[src/hw/rtl/kwtm_pkg.sv]
// Package of the timestamp merge block: field widths, reset values and the
// types shared by the cells and the top level. Depends on nothing.
`timescale 1ns / 1ps
`default_nettype none

package kwtm_pkg;

    localparam int SRC_W       = 4;
    localparam int STAMP_W     = 64;
    localparam int PAYLOAD_W   = 32;
    localparam int CNT_W       = 5;
    localparam int SOURCES_DEF = 16;
    // Only sixteen streams can be addressed by the source index.
    localparam int MAX_LIVE    = 16;
    localparam logic [CNT_W-1:0] ACTIVE_RESET = 5'd16;

    typedef enum logic [1:0] {
        S_IDLE,
        S_BUSY,
        S_DONE
    } t_state;

    typedef struct packed {
        logic active;
        logic load;
        logic take;
    } t_cell_ctl;

    typedef struct packed {
        logic present;
        logic finished;
    } t_cell_stat;

    typedef struct packed {
        logic                 valid;
        logic [STAMP_W-1:0]   stamp;
        logic [PAYLOAD_W-1:0] payload;
        logic [SRC_W-1:0]     idx;
    } t_cand;

endpackage

`default_nettype wire

[src/hw/rtl/kwtm_cell.sv]
// One cell of the merge chain: holds the head event of one source and
// passes the running minimum on to its neighbour. Depends on kwtm_pkg.
`timescale 1ns / 1ps
`default_nettype none

module kwtm_cell
    import kwtm_pkg::*;
#(
    parameter int CELL_IDX = 0
) (
    input  wire                       i_clk,
    input  wire                       i_rst_n,
    input  wire t_cell_ctl            i_ctl,
    input  wire                       i_stream_end,
    input  wire [STAMP_W-1:0]         i_stamp,
    input  wire [PAYLOAD_W-1:0]       i_payload,
    input  wire t_cand                i_cand,
    output t_cand                     o_cand,
    output t_cell_stat                o_stat
);

    localparam logic [SRC_W-1:0] MY_IDX = SRC_W'(CELL_IDX);

    logic                 r_present;
    logic                 r_finished;
    logic [STAMP_W-1:0]   r_stamp;
    logic [PAYLOAD_W-1:0] r_payload;
    t_cand                r_cand;
    t_cand                n_cand;
    logic                 load_ok;
    logic                 own_ok;

    // An item is taken only into an empty slot of a live source.
    assign load_ok = i_ctl.load && i_ctl.active && !r_finished && !r_present;
    assign own_ok  = i_ctl.active && r_present && !r_finished;

    always_comb begin
        n_cand = i_cand;
        // Strict compare keeps the lower source index on equal stamps.
        if (own_ok && (!i_cand.valid || (r_stamp < i_cand.stamp))) begin
            n_cand.valid   = 1'b1;
            n_cand.stamp   = r_stamp;
            n_cand.payload = r_payload;
            n_cand.idx     = MY_IDX;
        end
    end

    always_ff @(posedge i_clk) begin
        if (!i_rst_n) begin
            r_present  <= 1'b0;
            r_finished <= 1'b0;
            r_cand     <= '0;
        end else begin
            if (load_ok) begin
                if (i_stream_end) begin
                    r_finished <= 1'b1;
                end else begin
                    r_present <= 1'b1;
                end
            end
            if (i_ctl.take) begin
                r_present <= 1'b0;
            end
            r_cand <= n_cand;
        end
    end

    always_ff @(posedge i_clk) begin
        if (load_ok && !i_stream_end) begin
            r_stamp   <= i_stamp;
            r_payload <= i_payload;
        end
    end

    assign o_cand          = r_cand;
    assign o_stat.present  = r_present;
    assign o_stat.finished = r_finished;

endmodule

`default_nettype wire

[config.mk]
export PLATFORM = sky130hd
export DESIGN_NAME = kwtm_cell
export DESIGN_NICKNAME = d
export VERILOG_FILES = /design/src/hw/rtl/kwtm_pkg.sv /design/src/hw/rtl/kwtm_cell.sv
export SDC_FILE = /design/constraint.sdc
export NUM_CORES = 1
export LEC_CHECK = 0
export BUFFER_PORTS_ARGS = -buffer_cell sky130_fd_sc_hd__buf_2
export CORE_MARGIN = 1
export CORE_UTILIZATION = 35
export CTS_BUF_LIST = sky130_fd_sc_hd__clkbuf_8
export DETAILED_ROUTE_END_ITERATION = 12
export SLEW_MARGIN = 20
export SYNTH_ARGS = -nofsm -noshare
export SYNTH_HDL_FRONTEND = slang
export SYNTH_SLANG_ARGS = --single-unit
[constraint.sdc]
create_clock -name i_clk -period 20.8 [get_ports i_clk]
set_clock_uncertainty 0.1 [all_clocks]
set_input_delay 1.04 -clock i_clk [delete_from_list [all_inputs] [get_ports i_clk]]
set_output_delay 1.04 -clock i_clk [all_outputs]
set_load 0.05 [all_outputs]
==> results.cfg <==
[clocking]
max-clock-path-buffers = 2
cts_resized = 0
ctsHoldBuffers = 0
insertion_delay_ns = 0.46
cts-htree-levels = 4
postCtsSetupBuffers = 0
clk_pin_slew_ns = 0.11
cts_tree = yes
clock_tree_sinks = 199
cts_buffers = 17
clock_root_buffer = clkbuf_8

[drt]
antenna_violating_nets_post_route = 0
route.detailed.vias_per_inst = 4.49
detailedRoute.firstPassIterationCount = 5
detail_route.wl_per_cell_um = 14.8
first_drt_iteration_drcs = 294
routed-via-count = 6241
drt_drc_violations_left = 0
drt-total-wl_mm = 20.5

[placed_design]
detailedPlace.worstSlack_ns = 16.50
gpl.final_weighted_congestion = 0.787
post-dp-hpwl_mm = 14.9
place.port_buffers = 305

[floorplan]
ios = 306
core.rowCount = 57
width_of_the_chip_um = 160
dieArea_um2 = 25600
design.core.area_um2 = 24400
chipHeight_um = 160
initial_core_util = 0.358

[timing]
layout_setup_ws_ns = 16.99
final.min_clock_period_ns = 3.81
maxClockFrequency_mhz = 263
slew_headroom = 0.388
timing.setup.tns_ns = 0
worst-slew-pin-transition_ns = 0.917
grt_setup_unrepaired = no
setup_viol = 0
slew_viol_final = 0
report.final.hold_viol_count = 0
timing.final.crit_share = 0.183

[finish]
final_core_util = 0.437
layout_commonest_cell = buf_2
area_delta_synth_final_pct = 22.3
most_frequent_cells_in_the_layout = buf_2, nand2_1, dfxtp_1
fill_cells = 2404
drive_gt1_frac = 0.325
nets = 1318

[global_route]
vias_in_the_first_global_route = 6043
antenna_found_initial = 2
grt_max_degree = 107
grt.overflow.total = 0
grt_total_usage = 0.158
grt_first_pass_wirelength_mm = 31.1

[logic_synthesis]
synth-edff-count = 96
number_of_flip_flops_and_latches_in_the_synthesized_netlist = 199
mappedNetlistArea_um2 = 8720
avgSynthCellArea_um2 = 11.5
synth_cell_type_count = 42
synth.top_cells.by_area = edfxtp_1, dfxtp_1, mux2i_1, ha_1, nand2_1
asyncSetResetFlopFracSynth = 0
ys_dominant_reg_cell = dfxtp_1
post-synth-top-area-fraction = 0.330
yosys_warnings = 0
synth.yosys.seq_area_share = 0.567
synth_top_cell_by_area = edfxtp_1
synthCells = 758
synth_nets = 1024

[worst_setup_path]
setup.worst_path.start_class = input pin
crit_path_top_delay_cell = buf_4
cp.buffers_inverters = 3
crit_chain = buf_2 -> inv_1 -> ha_1 -> and2_2 -> a221o_1 -> a221oi_1 -> o31a_1 -> a311oi_1 -> o22ai_4 -> buf_4 -> mux2i_1
timing.critical_path.to_type = flip-flop
setup.worst_path.class = input pin to flip-flop
timing.critical_path.slowest_cell_delay_ns = 0.71
worst_path_dominant_cell_family = compound AO/OA/AOI/OAI gates
crit_path_max_fanout = 52
cp.required_ns = 21.07
crit_arrival_ns = 4.08

[worst_hold_path]
worst_hold_path_type = flip-flop to flip-flop

[power_and_ir_drop]
power.density_nw_per_um2 = 74.8
power.ir.vdd_worst_uv = 36.3
cellLeakagePower_nw = 4.95

[job]
max_cap_violations = 0

[status]
outcome = finished, final reports clean
[logic make-up after synthesis]
group / count (synthesis) / share of synthesized area
AO/OA/AOI/OAI: 54 / 0.0412
buffers and inverters: 106 / 0.0799
flip-flops: 199 / 0.567
multiplexers: 96 / 0.110
adder cells (fa/ha/maj): 63 / 0.0903
AND/OR/NAND/NOR: 240 / 0.112
[report_power, final]
part           internal [W]  switching, W
sequential         0.000428    0.00000541
clock             0.0000883      0.000154
combinational     0.0000397     0.0000826
total              0.000556      0.000242
[stage by stage]
| step | area [um^2] | total power (W) | hold slack, ns | instances |
|---|---|---|---|---|
| floorplan | 8720 | 0.000527 | 0.373 | 758 |
| finish | 10700 | 0.000798 | 0.419 | 1390 |
| detailed placement | 10300 | 0.000566 | 0.398 | 1357 |
| global placement | 10300 | 0.000565 | 0.387 | 1357 |
| global route | 10700 | 0.000835 | 0.441 | 1390 |
| CTS | 10700 | 0.000810 | 0.426 | 1389 |
[cell usage after synthesis, types with 3 or more instances]
cell type / n
ha_1: 63
a211o_1: 3
a21oi_1: 20
nand4_1: 10
inv_1: 71
nand2_1: 205
nor3_1: 6
o21ai_1: 4
a21o_1: 7
o21ai_0: 4
dlygate4sd1_1: 5
mux2i_1: 96
dfxtp_1: 103
nor2_1: 3
a221oi_1: 3
buf_4: 3
edfxtp_1: 96
buf_12: 10
dlygate4sd3_1: 12
nand3_1: 7
[path summary, 6_finish.rpt]
path            startpoint          to  slack, ns  cells after the start
min reg2reg  r_payload[28]  o_cand[32]       0.42                      2
min          r_payload[28]  o_cand[32]       0.42                      2
max             i_cand[71]   o_cand[5]      16.99                     11
max reg2reg    r_stamp[33]   o_cand[5]      17.28                      9
[flip-flops by register name, indices dropped and copies added (netlist names)]
signal and flops:
r_payload 32, r_stamp 64, r_finished 1, r_present 1, o_cand 101
[per-layer routing]
| layer | vias up | global-route usage | wire length, um |
|---|---|---|---|
| met3 | 14 | 0.0504 | 1400 |
| li1 | 3160 | - | - |
| met5 | - | 0 | 0 |
| met2 | 192 | 0.273 | 9920 |
| met4 | 0 | 0.0424 | 233 |
| met1 | 2875 | 0.189 | 8980 |
[final cells by class]
type | count | area (um^2) | share of cell area
timing repair buffer | 310 | 1570 | 0.147
tap | 324 | 405 | 0.0380
inverter | 71 | 267 | 0.0250
sequential | 199 | 4940 | 0.464
clock buffer | 17 | 234 | 0.0219
antenna | 1 | 2.50 | 0.000235
multi-input combinational | 453 | 3100 | 0.291
clock inverter | 15 | 141 | 0.0133
[worst register-to-register path, cell delays in order, from the launching register on]
cell	delay [ns]
edfxtp_1	0.42
ha_1	0.30
a21o_1	0.16
a221o_1	0.33
a221oi_1	0.60
o31a_1	0.23
a311oi_1	0.07
o22ai_4	0.16
buf_4	0.71
mux2i_1	0.36
Note: power is estimated with default switching activity, not from simulation.
